==> src/lmq_pkg.sv <==
// ----------------------------------------------------------------------------
// lmq_pkg
// Shared widths, operation codes and status codes of the linked queue manager.
// ----------------------------------------------------------------------------
package lmq_pkg;

	// Fixed field widths of the request and response transfers
	localparam int FUNC_W   = 2;
	localparam int QIDX_W   = 3;
	localparam int DATA_W   = 16;
	localparam int STATUS_W = 2;
	localparam int COUNT_W  = 9;

	// Default sizing of the cell pool and queue table
	localparam int DEF_POOL_CELLS  = 256;
	localparam int DEF_QUEUE_COUNT = 8;
	localparam int DEF_WORD_BITS   = 16;

	typedef enum logic [FUNC_W-1:0] {
		FUNC_PUT   = 2'd0,
		FUNC_GET   = 2'd1,
		FUNC_CLEAR = 2'd2
	} func_t;

	typedef enum logic [STATUS_W-1:0] {
		STATUS_OK        = 2'd0,
		STATUS_NO_BUFFER = 2'd1,
		STATUS_EMPTY     = 2'd2
	} status_t;

endpackage

==> src/lmq_queue_table.sv <==
// ----------------------------------------------------------------------------
// lmq_queue_table
// Head, tail and length of every queue; one read row, one write row.
// ----------------------------------------------------------------------------
module lmq_queue_table #(
	parameter int QUEUE_COUNT = 8,
	parameter int POOL_CELLS  = 256,
	parameter int QW          = 3,
	parameter int CW          = 9
) (
	input  logic          clk,
	input  logic          arst_n,
	input  logic [QW-1:0] rd_idx,
	output logic [CW-1:0] rd_head,
	output logic [CW-1:0] rd_tail,
	output logic [CW-1:0] rd_len,
	input  logic          we,
	input  logic [QW-1:0] wr_idx,
	input  logic [CW-1:0] wr_head,
	input  logic [CW-1:0] wr_tail,
	input  logic [CW-1:0] wr_len
);
	import lmq_pkg::*;

	localparam logic [CW-1:0] NIL = CW'(POOL_CELLS);

	logic [CW-1:0] head_q [QUEUE_COUNT];
	logic [CW-1:0] tail_q [QUEUE_COUNT];
	logic [CW-1:0] len_q  [QUEUE_COUNT];

	always_ff @(posedge clk or negedge arst_n) begin
		if (!arst_n) begin
			for (int i = 0; i < QUEUE_COUNT; i++) begin
				head_q[i] <= NIL;
				tail_q[i] <= NIL;
				len_q[i]  <= '0;
			end
		end else if (we) begin
			head_q[wr_idx] <= wr_head;
			tail_q[wr_idx] <= wr_tail;
			len_q[wr_idx]  <= wr_len;
		end
	end

	assign rd_head = head_q[rd_idx];
	assign rd_tail = tail_q[rd_idx];
	assign rd_len  = len_q[rd_idx];

endmodule

==> config.mk <==
export PLATFORM = sky130hd
export DESIGN_NAME = lmq_queue_table
export DESIGN_NICKNAME = d
export VERILOG_FILES = /design/src/lmq_pkg.sv /design/src/lmq_queue_table.sv
export SDC_FILE = /design/constraint.sdc
export NUM_CORES = 1
export LEC_CHECK = 0
export BUFFER_PORTS_ARGS = -buffer_cell sky130_fd_sc_hd__buf_2
export CAP_MARGIN = 10
export CORE_ASPECT_RATIO = 1.4
export CORE_UTILIZATION = 61
export DETAILED_ROUTE_END_ITERATION = 12
export GPL_TIMING_DRIVEN = 1
export PLACE_DENSITY = 0.83
export SLEW_MARGIN = 0
export SYNTH_ARGS = -nofsm -noshare
export SYNTH_HDL_FRONTEND = slang
export SYNTH_SLANG_ARGS = --single-unit
export TNS_END_PERCENT = 50
==> constraint.sdc <==
create_clock -name clk -period 2.2 [get_ports clk]
set_clock_uncertainty 0.15 [all_clocks]
set_input_delay 0.33 -clock clk [delete_from_list [all_inputs] [get_ports clk]]
set_output_delay 0.33 -clock clk [all_outputs]
set_load 0.02 [all_outputs]
==> results of run 1 <==
worst min path at each step:
| stage | start | end | slack, ns |
|---|---|---|---|
| after floorplan | arst_n | head_q[0] | -0.12 |
| after global placement | arst_n | tail_q[46] | 0.18 |
| after detailed placement | arst_n | tail_q[46] | 0.19 |
| after CTS | wr_head[4] | head_q[22] | 0.004 |
| after global routing | wr_tail[0] | tail_q[36] | 0.01 |
| final | wr_tail[1] | tail_q[28] | 0.02 |
layout by cell type (no fill, tap or decap):
cell type / instances
nand4_2: 1
dlygate4sd3_1: 2
and4bb_2: 2
mux2_4: 21
clkbuf_16: 23
bufinv_16: 3
mux4_2: 54
mux2_2: 221
clkbuf_1: 5
buf_2: 37
clkinv_2: 3
nor4bb_4: 1
clkinvlp_4: 1
clkbuf_8: 6
buf_4: 22
dfrtp_1: 200
mux2_1: 1
nor4b_4: 1
dfstp_2: 16
buf_6: 22
nand4b_2: 3
buf_12: 14
worst max-delay path, cell delays in order, from the launching register on:
cell,delay [ns]
dfrtp_1,0.40
mux4_2,0.50
mux2_4,0.28
buf_6,0.13
area by class of cell:
| type | instances | area (um^2) | share of cell area |
|---|---|---|---|
| clock buffers | 33 | 663 | 0.0576 |
| clock inverters | 7 | 113 | 0.00977 |
| multi-input cells | 305 | 4160 | 0.361 |
| flip-flops and latches | 216 | 5430 | 0.471 |
| well taps | 196 | 245 | 0.0213 |
| repair buffers | 98 | 912 | 0.0792 |
registers in the layout, summed over array words and instances (netlist names):
register	cells
len_q	72
tail_q	72
head_q	72
metrics by stage:
| stage | util | total power, mW | worst slack (ns) |
|---|---|---|---|
| CTS | 0.730 | 11.8 | -0.101 |
| detailed placement | 0.669 | 7.62 | 0.0135 |
| floorplan | - | 6.90 | 0.192 |
| finish | 0.738 | 11.8 | -0.0842 |
| global placement | 0.669 | 7.43 | 0.0259 |
| global route | 0.738 | 12.3 | -0.119 |
layer usage:
layer	GRT usage	up-vias	share of wire
met5	0	-	0
met4	0.0959	0	0.029
met3	0.0452	43	0.039
met2	0.464	121	0.54
met1	0.322	2855	0.39
li1	-	2292	-
logic make-up (layout without fill, tap and decap cells):
group / Yosys count / count (layout) / share of synthesized area
buf+inv: 38 / 138 / 0.0235
mux: 297 / 297 / 0.407
flops: 216 / 216 / 0.558
simple gates: 8 / 8 / 0.0120
Yosys cell counts:
cell	instances	area, um^2
mux2_2	242	2730
dfrtp_1	200	5000
mux4_2	54	1220
dfstp_2	16	420
buf_2	14	70.1
buf_4	12	90.1
buf_1	6	22.5
buf_6	3	33.8
nand4b_2	3	45.0
and4bb_2	2	25.0
clkbuf_1	2	7.51
clkbuf_2	1	5.00
mux2_1	1	11.3
nand4_2	1	12.5
nor4b_4	1	23.8
nor4bb_1	1	10.0
repair_timing:
item,4_1_cts,5_1_grt
buffers inserted,3,6
hold endpoints to repair,54,0
cloned,0,0
gates resized for setup,40,26
pin swaps,0,0
setup endpoints to repair,27,27
hold buffers,2,0
power groups by stage:
stage / sequential (mW) / combinational, mW / clock (mW)
final: 5.34 / 2.53 / 3.91
after floorplan: 5.22 / 1.68 / 0
after detailed placement: 5.39 / 2.23 / 0
after global routing: 5.44 / 2.71 / 4.15
after CTS: 5.34 / 2.42 / 4.00
after global placement: 5.30 / 2.12 / 0
==> metrics.md, run 1 <==
| Metric | Value |
|---|---|
| Flop2flop setup slack | `roughly 1.1 ns` |
| Port Buf Inserts | `between 60 and 70` |
| Total CTS buffers | `22` |
| Crit path launch | `head_q[6]` |
| Worst setup EP type | `output port` |
| Die ar. | `about 16000 um^2` |
| CP endpoint | `rd_head[6]` |
| Vias in the first global route | `slightly below 6000` |
| Final Hold Viols | `0` |
| Core area | `15600 um^2` |
| Final ANT Viol Nets | `0` |
| Clock Path Buffers | `3` |
| Placer Congestion | `0.747` |
| Post-Synthesis Cells | `between 500 and 600` |
| CP Class | `flop to output port` |
| Post-synth net total | `between 500 and 600` |
| FILL cells | `922` |
| First DRT Iteration DRCs | `between 200 and 250` |
| Final Worst Setup Slack | `-0.0842 ns` |
| Sink Count | `216` |
| CP required | `1.72 ns` |
| Max IR drop VDD | `a little over 0.8 mV` |
| GRT Util Overall | `0.263` |
| Final Max Tran Viols | `0` |
| Sw Pwr | `between 2 and 3 mW` |
| First-pass GRT wire length | `between 30000 and 40000 um` |
| Root Buffer | `clkbuf_16` |
| Die width | `109 um` |
| Syn avg cell area | `17.4 um^2` |
| CTS tree | `done` |
| Vias | `~5300` |
| PwrDens | `roughly 1000 nW/um^2` |
| Initial DRT Pass Iterations | `4` |
| Clk slew on worst S/H paths | `about 0.06 ns` |
| Setup crit start kind | `flop` |
| Share of cells above drive strength 1 | `0.684` |
| Worst-Skew Late Latency | `about 0.5 ns` |
| Int Power | `slightly below 9 mW` |
| Antenna violations before repair | `0` |
| Wire per inst | `between 20 and 25 um` |
| Hold WC Path Type | `primary input to flop` |
| Switching Share | `0.242` |
| ANT cells | `0` |
| P_leak | `roughly 5.0 nW` |
| Placed cells | `between 800 and 900` |
| Final WL | `~20000 um` |
| Non-Filler Instances | `between 800 and 900` |
| #FFs+latches synth | `between 200 and 250` |
| Failing checks | `negative setup slack` |
| Initial Util | `0.623` |
| Max-Cap Viols | `0` |
| Hold path cells | `2` |
| Hold WS | `approximately 0.018 ns` |
| Part of the cycle the worst path needs | `1.04` |
| Drt via density | `6.21` |
| Pin count of the biggest net entering global routing | `58` |
| Fin area | `about 12000 um^2` |
| Clk pwr share | `0.332` |
| DRC | `0` |
| Status | `complete, but fails checks` |
| FF-to-FF Start | `head_q[34]` |
| Peak Freq | `0.438 GHz` |
| Worst slew margin | `0.678` |
| Die H | `roughly 150 um` |
| I/O Pins | `63` |
| Synth warn | `0` |
| Cell Area, Synth | `about 9700 um^2` |
| RSZ-0062 raised after global routing | `yes` |
| Crit path time final | `between 2 and 2.5 ns` |
| Setup TNS | `-1.10 ns` |
| Crit Path Max Fanout | `2` |
| Area grow syn2layout | `18.5%` |
| DP Area | `10400 um^2` |
| CTS H-tree depth | `1` |
| Setup violators final | `27` |
| Nets@finish | `679` |
| Netlist cell types | `16` |
| Critical Path AT | `around 1.8 ns` |
| Worst Tran Pin Value | `around 0.48 ns` |
| Row count | `54` |
| Total gr overflow | `0` |
| Sequential share of power | `0.453` |
| Sequential area share after synthesis | `0.558` |
| R2R cell count | `3` |
| R2r endpoint | `head_q[34]` |
| DP HPWL | `approximately 12000 um` |
| Logic pwr share | `0.214` |
(Power assumes the default switching activity.)
==> run 2: changes to the inputs <==
- ABC_AREA: default -> 1
==> run 2 against run 1 <==
The run now ends clean; clock-buffer cell count fell by 2; sequential share of layout area shrank 3.2 points; largest power group unchanged; clock power barely moved; critical endpoint is now rd_head[8]; flip-flop and latch count unchanged; combinational power down 13%; final cell count grew 110%; highest routed layer unchanged; critical path depth is 4 higher.
==> metrics.md, run 2 <==
| Metric | Value |
|---|---|
| Crit Path Max Fanout | `2` |
| Post-synth net total | `~1500` |
| Peak Freq | `roughly 0.46 GHz` |
| R2R cell count | `2` |
| Total Power | `11.3 mW` |
| CP Class | `flop to output port` |
| Hold Startpoint | `wr_idx[1]` |
| Syn avg cell area | `between 7 and 8 um^2` |
| R2r endpoint | `head_q[8]` |
| FF-to-FF Start | `head_q[8]` |
| CP dominant cell by count | `nand2_1` |
| CP Cell Sequence | `inv_1 -> nand2_1 -> nand3_1 -> nand2_1 -> nand2_1 -> nand2_1 -> buf_2` |
| #FFs+latches synth | `~220` |
| PwrDens | `between 900 and 1000 nW/um^2` |
| Final WL | `about 28000 um` |
| Row count | `56` |
| GRT met3 Usage | `0.0350` |
| Final core utilization | `0.729` |
| Sequential area share after synthesis | `0.509` |
| CTS H-tree depth | `1` |
| Min-Delay Endpoint | `head_q[2]` |
| Die ar. | `about 18000 um^2` |
| Most common cell after layout, fill and taps aside | `nand2_1` |
| Crit path time final | `~2.2 ns` |
| CTS tree | `done` |
| Part of the cycle the worst path needs | `0.984` |
| Initial Util | `0.628` |
| Ys async rst share | `1.00` |
| Setup violators final | `0` |
| First DRT Iteration DRCs | `1015` |
| Total CTS buffers | `21` |
| Clk slew on worst S/H paths | `around 0.07 ns` |
| Worst setup EP type | `output port` |
| Max-Cap Viols | `0` |
| Die width | `roughly 110 um` |
| Worst-Skew Late Latency | `between 0.4 and 0.5 ns` |
| DRC | `0` |
| Pin count of the biggest net entering global routing | `between 60 and 70` |
| GR Util met2 | `0.577` |
| Root Buffer | `clkbuf_16` |
| Hold path cells | `4` |
| Met1 GRT Util | `0.378` |
| Setup crit start kind | `flop` |
| Worst slew margin | `0.617` |
| Cell Area, Synth | `between 10000 and 15000 um^2` |
| Flop2flop setup slack | `between 1 and 1.5 ns` |
| Final Max Tran Viols | `0` |
| Setup TNS | `0 ns` |
| Most numerous cell in the Yosys netlist | `nand2_1` |
| GRT Util Overall | `0.320` |
| Vias | `~9500` |
| Post-Synthesis Cells | `about 1400` |
| Die H | `about 160 um` |
| Multi-input logic area | `between 3000 and 4000 um^2` |
| Wire per inst | `between 15 and 20 um` |
| Sink Count | `roughly 220` |
| Share of cells above drive strength 1 | `0.118` |
| Global route hottest layer | `met2` |
| I/O Pins | `between 60 and 70` |
| Commonest non-fill, non-tap cells in the layout | `nand2_1, inv_1, dfrtp_1` |
| Antenna violations before repair | `0` |
| Netlist cell types | `19` |
| ANT cells | `0` |
| Critical Path AT | `1.68 ns` |
| CP required | `between 1.5 and 2 ns` |
| Most frequent cells after synthesis | `nand2_1, inv_1, dfrtp_1` |
| P_leak | `~6.7 nW` |
| Top post-synthesis cells by area | `dfrtp_1, nand2_1, o21ai_0` |
| DP HPWL | `15900 um` |
| Placer Congestion | `around 0.81` |
| Final Hold Viols | `0` |
| Vias in the first global route | `9286` |
| FILL cells | `~1300` |
| Critical Path Max Stage Delay | `roughly 0.52 ns` |
| Hold WS | `around 0.13 ns` |
| Max IR drop VDD | `~0.72 mV` |
| Post-synth top area cell | `dfrtp_1` |
| Final ANT Viol Nets | `0` |
| Initial DRT Pass Iterations | `6` |
| Critical-path top delay cell | `dfstp_2` |
| Status | `finished, final reports clean` |
| RSZ-0062 raised after global routing | `no` |
| Nets@finish | `around 1500` |
| First-pass GRT wire length | `~45000 um` |
| Worst Tran Pin Value | `0.575 ns` |
| Synth warn | `0` |
| Number of synthesized flops with an enable pin | `0` |
| Top Registers | `head_q (72), len_q (72), tail_q (72)` |
| Core area | `17000 um^2` |
| Hold WC Path Type | `primary input to flop` |
| Total gr overflow | `0` |
| Post-synth top area share | `0.470` |
| Drt via density | `about 5.4` |
| Reg area | `5430 um^2` |
| Post-synth top flop | `dfrtp_1` |
| Clock Path Buffers | `3` |
| Port Buf Inserts | `62` |
| Area grow syn2layout | `16.0%` |
==> run 2: area by class of cell <==
type	count	share of cell area
sequential	216	0.439
multi-input combinational	904	0.318
timing repair buffer	116	0.0827
inverter	250	0.0759
clock buffer	31	0.0520
tap	232	0.0235
clock inverter	6	0.00881
==> run 2: timing repair <==
item | 4_1_cts | 5_1_grt
hold buffers | 28 | 0
hold endpoints to repair | 76 | 0
gates resized for setup | 0 | 0
buffers inserted | 0 | 0
==> run 2: report_power, final <==
group          total [mW]  internal [mW]  switching [mW]
logic                2.21          0.825            1.38
registers            5.15           4.77           0.383
clock network        3.90           2.37            1.52
total                11.3           7.96            3.29
==> run 2: per-stage QoR <==
stage | std cells | instance area [um^2] | worst slack [ns]
finish | 1755 | 12400 | 0.0354
global route | 1755 | 12400 | 0.0158
CTS | 1755 | 12400 | 0.0870
detailed placement | 1690 | 11300 | 0.264
global placement | 1690 | 11300 | 0.289
floorplan | 1449 | 10700 | 0.466
==> run 2: kinds of logic (layout without fill, tap and decap cells) <==
kind of cell	Yosys count	after routing	share of synthesized area
flip-flops	216	216	0.509
AO/OA/AOI/OAI	216	216	0.110
buffers and inverters	329	403	0.122
AND/OR/NAND/NOR	688	688	0.259
==> run 2: how the worst max path moves through the flow <==
stage | to | depth (start not counted) | start | slack, ns
after CTS | rd_head[8] | 7 | head_q[8] | 0.09
after global placement | rd_len[0] | 9 | rd_idx[0] | 0.29
after global routing | rd_head[8] | 7 | head_q[8] | 0.02
final | rd_head[8] | 7 | head_q[8] | 0.04
after floorplan | rd_len[1] | 9 | rd_idx[0] | 0.47
after detailed placement | rd_len[0] | 9 | rd_idx[0] | 0.26
==> run 2: critical path: cells and delay by family, from the launching register on <==
kind / cells / cell delay, ns
and+or+nand+nor: 5 / 0.40
DFF: 1 / 0.52
buffers and inverters: 2 / 0.25
==> run 2: per-layer routing <==
layer / part of all wire / up-vias
met5: 0 / -
met4: 0.045 / 0
met3: 0.069 / 86
met2: 0.51 / 413
met1: 0.38 / 4519
li1: - / 4509
==> run 3: changes to the inputs <==
- CTS_BUF_LIST: default -> sky130_fd_sc_hd__clkbuf_4 sky130_fd_sc_hd__clkbuf_8 sky130_fd_sc_hd__clkbuf_16
==> run 3 against run 2 <==
Worst setup slack gained 0.044 ns; global-route usage grew 0.17 points; via count is essentially flat; first-iteration DRC count grew 1.3%; largest cell class unchanged; largest power group unchanged; highest routed layer unchanged.
==> metrics.md, run 3 (synthesized netlist as in run 2, its figures left out) <==
| Metric | Value |
|---|---|
| Status | `finished, final reports clean` |
| Drt via density | `~5.4` |
| Post-CTS Setup Inserts | `0` |
| Reg area | `about 5400 um^2` |
| Top Registers | `head_q (72), len_q (72), tail_q (72)` |
| Max IR drop VDD | `around 0.71 mV` |
| PwrDens | `roughly 910 nW/um^2` |
| Flop2flop setup slack | `1.17 ns` |
| Nets@finish | `1545` |
| DP Area | `~11000 um^2` |
| Multi-input logic area | `slightly below 4000 um^2` |
| Die width | `114 um` |
| R2R cell count | `2` |
| Final Max Tran Viols | `0` |
| Worst-Skew Late Latency | `0.49 ns` |
| Pre-CTS WS | `roughly 0.26 ns` |
| Min-Delay Endpoint | `head_q[27]` |
| Sw Pwr | `about 3.3 mW` |
| Clock Path Buffers | `3` |
| Pin count of the biggest net entering global routing | `65` |
| Sequential share of power | `0.457` |
| Area grow syn2layout | `16.1%` |
| Port Buf Inserts | `62` |
| Wire per inst | `15.9 um` |
| Initial DRT Pass Iterations | `7` |
| CP Class | `flop to output port` |
| Worst Tran Pin Value | `approximately 0.57 ns` |
| Post_cts resized | `0` |
| FF-to-FF Start | `head_q[8]` |
| First-pass GRT wire length | `roughly 45000 um` |
| Max-Cap Viols | `0` |
| Crit Path Max Fanout | `2` |
| Root Buffer | `clkbuf_16` |
| Critical-path top delay cell | `dfrtp_1` |
| CP dominant cell by count | `nand2_1` |
| Non-Filler Instances | `~1800` |
| Die H | `158 um` |
| Worst slew margin | `0.623` |
| Hold WC Path Type | `primary input to flop` |
| Hold path cells | `4` |
| Setup violators final | `0` |
| Total Power | `11.3 mW` |
| Vias | `9531` |
| I/O Pins | `63` |
| Final core utilization | `0.729` |
| Critical Path AT | `~1.6 ns` |
| GRT Util Overall | `0.321` |
| Placer Congestion | `about 0.81` |
| DRC | `0` |
| Switching Share | `0.291` |
| CTS tree | `done` |
| FILL cells | `between 1000 and 1500` |
| CTS H-tree depth | `1` |
| Crit path time final | `between 2 and 2.5 ns` |
| Cell family with most CP delay | `simple AND/OR/NAND/NOR gates` |
| Worst setup EP type | `output port` |
| Part of the cycle the worst path needs | `0.964` |
| R2r endpoint | `head_q[8]` |
| Total gr overflow | `0` |
| Commonest non-fill, non-tap cells in the layout | `nand2_1, inv_1, dfrtp_1` |
| Final Hold Viols | `0` |
| Setup crit start kind | `flop` |
| Row count | `56` |
| Peak Freq | `between 0.4 and 0.5 GHz` |
| Initial Util | `0.628` |
| Antenna violations before repair | `0` |
| Final ANT Viol Nets | `0` |
| Logic pwr share | `0.196` |
| GR Util met2 | `0.573` |
| P_leak | `between 6 and 7 nW` |
| Hold Startpoint | `wr_idx[0]` |
| Met1 GRT Util | `0.383` |
| Final WL | `around 28000 um` |
| Global route hottest layer | `met2` |
| Worst Path Buf+Inv | `2` |
| Most common cell after layout, fill and taps aside | `nand2_1` |
| Total CTS buffers | `21` |
| Int Power | `~8 mW` |
| CP required | `1.72 ns` |
| CP Cell Sequence | `inv_1 -> nand2_1 -> nand3_1 -> nand2_1 -> nand2_1 -> nand2_1 -> buf_2` |
| ANT cells | `0` |
| Placed cells | `about 1700` |
| GRT met3 Usage | `0.0392` |
| Fin area | `~12000 um^2` |
| Final Worst Setup Slack | `roughly 0.079 ns` |
| Sink Count | `roughly 220` |
| Clk pwr share | `0.347` |
| Vias in the first global route | `between 9000 and 10000` |
| DP HPWL | `around 16000 um` |
| RSZ-0062 raised after global routing | `no` |
| Share of cells above drive strength 1 | `0.120` |
| Clk slew on worst S/H paths | `around 0.07 ns` |
| Core area | `between 15000 and 20000 um^2` |
| Hold WS | `about 0.13 ns` |
| First DRT Iteration DRCs | `slightly above 1000` |
| Setup TNS | `0 ns` |
| Die ar. | `18000 um^2` |
| Critical Path Max Stage Delay | `around 0.42 ns` |
==> run 3: cell counts in the layout (fill, tap and decap cells not counted) <==
No cell type changed its count.
==> run 3: repair_timing <==
item,CTS,global route
endpoints found under the hold margin,76,0
hold buffers,28,0
setup endpoints to repair,0,0
==> run 3: worst max path at each step <==
stage	from	end	slack (ns)	cells after the start
after CTS	head_q[8]	rd_head[8]	0.09	7
final	len_q[18]	rd_len[0]	0.08	7
after global placement	rd_idx[0]	rd_len[0]	0.29	9
after detailed placement	rd_idx[0]	rd_len[0]	0.26	9
after global routing	head_q[8]	rd_head[8]	0.02	7
after floorplan	rd_idx[0]	rd_len[1]	0.47	9
==> run 3: power groups by stage <==
stage	Sequential [mW]	Clock, mW	Combinational, mW
after CTS	5.14	3.94	2.20
final	5.15	3.91	2.21
after floorplan	5.10	0	1.53
after global placement	5.15	0	2.03
after detailed placement	5.19	0	2.12
after global routing	5.22	4.10	2.53
==> run 3: area by class of cell <==
class,instances,share of cell area
Inverter,250,0.0759
Clock inverter,6,0.00880
Clock buffer,31,0.0526
Timing Repair Buffer,116,0.0826
Tap cell,232,0.0235
Sequential cell,216,0.439
Multi-Input combinational cell,904,0.318
==> run 3: worst reg2reg max path, delay by kind of cell, from the launching register on <==
kind	cells	cell delay [ns]
DFF	1	0.51
AOI/OAI and AO/OA	1	0.22
buffers and inverters	1	0.05
==> run 3: layer usage <==
metal  share of wire  routed length [um]
met4           0.044                1240
met3           0.068                1900
met2            0.51               14200
met5               0                   0
met1            0.38               10600
